## config.mk

```make
export PLATFORM = sky130hd
export DESIGN_NAME = ctps_stat_upd
export DESIGN_NICKNAME = d
export VERILOG_FILES = /design/src/call_timing_profiler_stack_unit_assert.svh /design/src/ctps_pkg.sv /design/src/ctps_stat_upd.sv
export SDC_FILE = /design/constraint.sdc
export NUM_CORES = 1
export LEC_CHECK = 0
export ABC_CLOCK_PERIOD_IN_PS = 7900
export BUFFER_PORTS_ARGS = -buffer_cell sky130_fd_sc_hd__buf_2
export CORE_AREA = 2 2 397 399
export DETAILED_ROUTE_END_ITERATION = 10
export DIE_AREA = 0 0 399 401
export GPL_ROUTABILITY_DRIVEN = 0
export GPL_TIMING_DRIVEN = 0
export REMOVE_ABC_BUFFERS = 1
export SLEW_MARGIN = 20
export SYNTH_ARGS = -nofsm -noshare
export SYNTH_HDL_FRONTEND = slang
export SYNTH_SLANG_ARGS = --single-unit
```

## constraint.sdc

```tcl
create_clock -name vclk -period 7.9
set_input_delay 0.395 -clock vclk [all_inputs]
set_output_delay 0.395 -clock vclk [all_outputs]
set_load 0.01 [all_outputs]
```

## src/call_timing_profiler_stack_unit_assert.svh

```systemverilog
// assertion macros for the call profiler, sampled on clk_i, off while rst_ni is low
`ifndef CALL_TIMING_PROFILER_STACK_UNIT_ASSERT_SVH
`define CALL_TIMING_PROFILER_STACK_UNIT_ASSERT_SVH

// condition holds at every edge
`define CTPS_ASSERT(label, cond, msg) \
  label: assert property (@(posedge clk_i) disable iff (!rst_ni) (cond)) else $error(msg);

// consequence holds in the same cycle as the antecedent
`define CTPS_ASSERT_IMPL(label, ante, cons, msg) \
  label: assert property (@(posedge clk_i) disable iff (!rst_ni) (ante) |-> (cons)) \
    else $error(msg);

// consequence holds in the cycle after the antecedent
`define CTPS_ASSERT_NEXT(label, ante, cons, msg) \
  label: assert property (@(posedge clk_i) disable iff (!rst_ni) (ante) |=> (cons)) \
    else $error(msg);

`endif

```

## src/ctps_pkg.sv

```systemverilog
package ctps_pkg;

  // default sizes
  localparam int unsigned STACK_DEPTH_DEF  = 1024;
  localparam int unsigned STAT_ENTRIES_DEF = 256;

  typedef enum logic {
    CMD_ENTER = 1'b0,
    CMD_LEAVE = 1'b1
  } ctps_cmd_e;

  typedef enum logic [1:0] {
    ST_OK       = 2'd0,
    ST_FULL     = 2'd1,
    ST_EMPTY    = 2'd2,
    ST_MISMATCH = 2'd3
  } ctps_status_e;

  typedef enum logic [1:0] {
    FSM_CLEAR,
    FSM_IDLE,
    FSM_CALC,
    FSM_UPDATE
  } ctps_state_e;

  // input transfer
  typedef struct packed {
    logic        cmd;
    logic [7:0]  stat_id;
    logic [63:0] timestamp;
  } ctps_in_t;

  // output transfer
  typedef struct packed {
    logic [1:0]  status;
    logic [10:0] depth;
    logic [63:0] elapsed;
    logic [63:0] child_time;
    logic [63:0] call_count;
    logic [63:0] total_sum;
    logic [63:0] total_min;
    logic [63:0] total_max;
    logic [63:0] nested_sum;
    logic [63:0] nested_min;
    logic [63:0] nested_max;
  } ctps_out_t;

  // one call stack frame
  typedef struct packed {
    logic [7:0]  stat_id;
    logic [63:0] begin_ts;
    logic [63:0] children;
  } ctps_frame_t;

  // one statistics entry
  typedef struct packed {
    logic [63:0] call_count;
    logic [63:0] total_sum;
    logic [63:0] total_min;
    logic [63:0] total_max;
    logic [63:0] nested_sum;
    logic [63:0] nested_min;
    logic [63:0] nested_max;
  } ctps_stat_t;

  localparam ctps_stat_t STAT_RESET = '{
    call_count: 64'd0,
    total_sum:  64'd0,
    total_min:  '1,
    total_max:  64'd0,
    nested_sum: 64'd0,
    nested_min: '1,
    nested_max: 64'd0
  };

endpackage

```

## src/ctps_stat_upd.sv

```systemverilog
module ctps_stat_upd (
  input  ctps_pkg::ctps_stat_t old_i,
  input  logic [63:0]         elapsed_i,
  input  logic [63:0]         child_i,
  output ctps_pkg::ctps_stat_t new_o
);
  import ctps_pkg::*;

  // count, wrapping sums, running min and max for both times
  always_comb begin
    new_o.call_count = old_i.call_count + 64'd1;
    new_o.total_sum  = old_i.total_sum + elapsed_i;
    new_o.total_min  = (elapsed_i < old_i.total_min) ? elapsed_i : old_i.total_min;
    new_o.total_max  = (elapsed_i > old_i.total_max) ? elapsed_i : old_i.total_max;
    new_o.nested_sum = old_i.nested_sum + child_i;
    new_o.nested_min = (child_i < old_i.nested_min) ? child_i : old_i.nested_min;
    new_o.nested_max = (child_i > old_i.nested_max) ? child_i : old_i.nested_max;
  end

endmodule

```

==> impl_results.md, run 1 <==
- Status: finished clean
- Synth warn: 0
- I/O Buffers: 1024
- Final Max Tran Viols: 0
- CP Max Fanout: 14
- Start point of the critical path: old_i[265]
- Max cap viols: 0
- Die X: 399 um
- Largest net degree at the start of global routing: 44
- Post-CTS resize count: 0
- Post-CTS Setup Inserts: 0
- Min-Delay Startpoint: old_i[447]
- Worst Hold Class: input pin to primary output
- Row cnt: 145
- DP HPWL: 118 mm
- CP Capture Type: primary output
- Core Area: 156000 um^2
- Avg Inst Size Synth: 7.53 um^2
- Die area: 160000 um^2
- Tmin final: 5580 ps
- Critical path type: input pin to primary output
- Mux contribution to synthesized area: 17.2%
- Distinct cells, synth: 76
- Drt wl/cell: 24.3 um
- WL final: 133 mm
- Leak: 0.0135 uW
- Simple-gate share of the synthesized area: 15.6%
- Filler cell count: 17900
- Starting DRT DRC Count: 1565
- # setup viols final: 0
- Register area share after synthesis: 0%
- Multi-input gate area: 16600 um^2
- All-layer global routing usage: 15.6%
- Place WS: 2490 ps
- # DRC: 0
- TNS Setup: 0 ps
- Peak Freq: 179 MHz
- Initial antenna violation count: 141
- Most common cell after layout, fill and taps aside: buf_2
- Final worst-path cycle share: 70.6%
- Placed Area: 25700 um^2
- Clock buffer count: 0
- Critical Path RT: 7510 ps
- Fraction of synthesized cell area in xor and xnor cells: 8.98%
- Final hold vios: 0
- RSZ-0062 raised after global routing: no
- Seq_cells: 0
- Adder-Cell Fraction of Synth Area: 26.6%
- DR vias: 23700
- Fin worst setup slack: 2320 ps
- Mapped cell area: 18000 um^2
- Worst setup SP type: input pin
- Die Span Y: 401 um
- Mapped Cells: 2396
- Largest family of logic cells by synthesized area: adder cells
- I/O pins: 1024
- Final cell count without fillers: 5485
- Hold Slack: 1060 ps
- Crit path to: new_o[259]
- FF+latch area: 0 um^2
- Final Cell Area: 25800 um^2
- Max-slew headroom: 23.6%
- Max IR drop VDD: 0.0000590 V
- Gr ovfl total: 0
- Routed vias/inst: 4.32
- Hold_buf cts: 0
- Vias in the first global route: 22800
- Share of layout cells above drive strength 1: 39.6%
- Most frequent cells in the layout: buf_2 (1024), ha_1 (381), inv_1 (287)
- First-pass GRT wire length: 177 mm
- Critical Path AT: 5190 ps
- Area growth, synth to finish: 43.2%
- Starting density of the core: 11.6%
- Compound-cell area share of the yosys netlist: 23.6%
- Pwr/cell area: 89.7 nW/um^2
- Inst Count DP: 5415
- Worst-Margin Slew: 1140 ps
- Nets: 4318
- Detailed Routing Iterations Pass 1: 6
- ANT nets after route: 0
-- per-layer routing --
layer / track usage, % / part of all wire [%] / vias up
li1: - / - / 10800
met1: 14.8 / 32 / 11100
met2: 29.4 / 51 / 1461
met3: 3.19 / 7.5 / 416
met4: 11.3 / 8.8 / 22
met5: 0.0605 / 0.12 / -
-- logic make-up after synthesis --
family	Yosys count
buffers and inverters	364
AOI/OAI and AO/OA	655
and+or+nand+nor	553
muxes	256
adders and majority gates	383
xor gates and xnor gates	185
-- cell type report --
type	count	share of cell area [%]
Multi-Input combinational cell	2032	64.4
Timing Repair Buffer	1038	20.8
Tap cell	2058	9.97
Inverter	287	4.17
Antenna cell	70	0.678
-- cell usage after synthesis (42+ instances only) --
library cell  count  area share (%)
o21ai_0          96             2.7
inv_1           287             6.0
nand4_1         104             3.6
ha_1            381              26
mux2_2          196              12
a21oi_1         232             6.4
xor2_1           64             3.1
nand2_1         139             2.9
nand3_1          62             1.7
mux2_4           60             5.0
a21o_1          168             7.0
nor2_1          107             2.2
clkbuf_1         42            0.87
xnor2_1         121             5.9
-- through the flow --
step	total power [uW]	utilization, %
after detailed placement	2260	16.5
after floorplan	1240	-
final	2320	16.6
after global routing	2470	16.6
after CTS	2270	16.5
after global placement	2220	16.3
-- critical path, stage by stage --
cell      delay, ps
buf_2           150
inv_1            60
ha_1            300
a21oi_1         130
nor2b_1          70
nor4_1          390
o211ai_1        320
nand4_1         230
a211oi_1        210
o21ai_0         380
nand2_1         280
a22oi_2         520
buf_8           230
buf_6           190
buf_6           200
buf_6           200
buf_6           190
mux2_2          410
buf_2           270
-- where the power goes --
part	total [uW]	switching, uW	internal [uW]
registers	0	0	0
logic	2320	1370	947
clock network	0.00125	0	0.00125
-- worst min-delay path by stage --
stage / to / cells past startpoint
2_1_floorplan: new_o[384] / 1
3_3_place_gp: new_o[447] / 3
3_5_place_dp: new_o[447] / 3
4_1_cts: new_o[447] / 3
5_1_grt: new_o[419] / 3
6_report: new_o[447] / 3
Note: power is estimated with default switching activity, not from simulation.
==> run 2: changes to the inputs <==
- ABC_CLOCK_PERIOD_IN_PS: 7900 -> 5400
- CORE_AREA: 2 2 397 399 -> 2 2 402 404
- DIE_AREA: 0 0 399 401 -> 0 0 404 406
- clock period: 7.9 -> 5.4 ns (I/O delays scaled with it)
==> run 2 against run 1 <==
Setup slack lost 2100 ps; core utilization shrank 0.40 points; wire length shrank 2.7%; final cell count grew 0.38%; first-iteration DRC count grew 8.5%; flip-flop and latch count is the same; cell area grew 0.11%; non-clock buffer count grew 3; via count is essentially flat; count of clock-buffer cells in the layout is the same; combinational power grew 44%; power grew 44%; critical path type unchanged; critical endpoint is now new_o[261].
==> impl_results.md, run 2 (synthesis results as in run 1) <==
- Pwr/cell area: 129 nW/um^2
- Filler cell count: 18300
- Final hold vios: 0
- DP HPWL: 116 mm
- Seq_cells: 0
- Max cap viols: 0
- Detailed Routing Iterations Pass 1: 5
- WL final: 130 mm
- Worst Hold Class: input pin to primary output
- Drt wl/cell: 23.6 um
- Worst-Margin Slew: 1160 ps
- Area growth, synth to finish: 43.3%
- Die X: 404 um
- All-layer global routing usage: 14.8%
- Hold Slack: 817 ps
- Die area: 164000 um^2
- DR vias: 23700
- Critical-path top delay cell: o21ai_0
- RSZ-0062 raised after global routing: no
- Crit-path most repeated cell: buf_6
- Die Span Y: 406 um
- Critical path type: input pin to primary output
- Gr ovfl total: 0
- Clock buffer count: 0
- Leak: 0.0135 uW
- Final Max Tran Viols: 0
- Final worst-path cycle share: 95.1%
- Critical path's top delay family: buffers and inverters
- Max IR drop VDD: 0.0000911 V
- Tmin final: 5130 ps
- Nets: 4321
- First-pass GRT wire length: 172 mm
- FF+latch area: 0 um^2
- # DRC: 0
- Largest net degree at the start of global routing: 41
- Worst path max stage delay: 510 ps
- Final Util: 16.2%
- I/O pins: 1024
- Max-slew headroom: 22.2%
- Routed vias/inst: 4.31
- CP Capture Type: primary output
- I/O Buffers: 1024
- Critical Path AT: 4860 ps
- Cell Chain, Critical Path: buf_2 -> inv_1 -> ha_1 -> a21oi_1 -> nor2b_1 -> nor4_1 -> o211ai_1 -> nand4_1 -> a211oi_1 -> o21ai_0 -> nand2_1 -> a22oi_2 -> buf_6 -> buf_6 -> buf_6 -> buf_6 -> buf_6 -> mux2_2 -> buf_2
- Status: finished clean
- Critical path buffer and inverter count: 8
- Core Area: 160000 um^2
- # setup viols final: 0
- Final cell count without fillers: 5506
- Critical Path RT: 5130 ps
- CP Max Fanout: 15
- Row cnt: 147
- Most frequent cells in the layout: buf_2 (1024), ha_1 (381), inv_1 (287)
- Most common cell after layout, fill and taps aside: buf_2
- Share of layout cells above drive strength 1: 39.7%
- Starting density of the core: 11.3%
- Initial antenna violation count: 146
- Worst setup SP type: input pin
- ANT nets after route: 0
- Vias in the first global route: 22500
- Starting DRT DRC Count: 1698
- Inst Count DP: 5443
- Peak Freq: 195 MHz
-- run 2: layout make-up --
type                       count  area (um^2)  area share (%)
timing repair buffer        1041         5390            20.8
inverter                     287         1080            4.17
tap                         2086         2610            10.1
antenna                       60          150           0.581
multi-input combinational   2032        16600            64.3
-- run 2: power by group --
group / switching (uW) / leakage, uW / internal [uW] / total [uW]
logic: 1940 / 0.0135 / 1390 / 3330
registers: 0 / 0 / 0 / 0
clock network: 0 / 0.000000380 / 0.00151 / 0.00151
-- run 2: what timing repair did --
action,4_1_cts,5_1_grt
gates resized for setup,0,0
setup buffers,0,3
hold buffers,0,0
setup endpoints to repair,0,4
-- run 2: worst paths after layout --
check                  start         end  slack (ps)  cells past startpoint
setup / recovery  old_i[265]  new_o[261]         270                     19
hold / removal    old_i[447]  new_o[447]         820                      3
-- run 2: metal layers --
| metal | part of all wire (%) | wire (um) | GRT usage (%) | up-vias |
|---|---|---|---|---|
| met1 | 33 | 42800 | 14.1 | 11100 |
| met5 | 0.13 | 168 | 0 | - |
| li1 | - | - | - | 10800 |
| met4 | 9.5 | 12300 | 10.9 | 24 |
| met2 | 51 | 66200 | 28.3 | 1411 |
| met3 | 6.4 | 8330 | 2.59 | 441 |
-- run 2: metrics by stage --
step | total power [uW] | area, um^2 | setup TNS [ps] | setup slack (ps)
after detailed placement | 3260 | 25700 | 0 | 75.6
after global placement | 3220 | 25400 | -238030 | -1680
after global routing | 3550 | 25800 | 0 | 96.7
final | 3330 | 25900 | 0 | 266
after floorplan | 1810 | 17700 | 0 | 1120
after CTS | 3280 | 25700 | 0 | 59.0
-- run 2: worst min-delay path, cell delays in order --
cell	delay, ps
buf_2	80
xnor2_1	60
buf_2	130
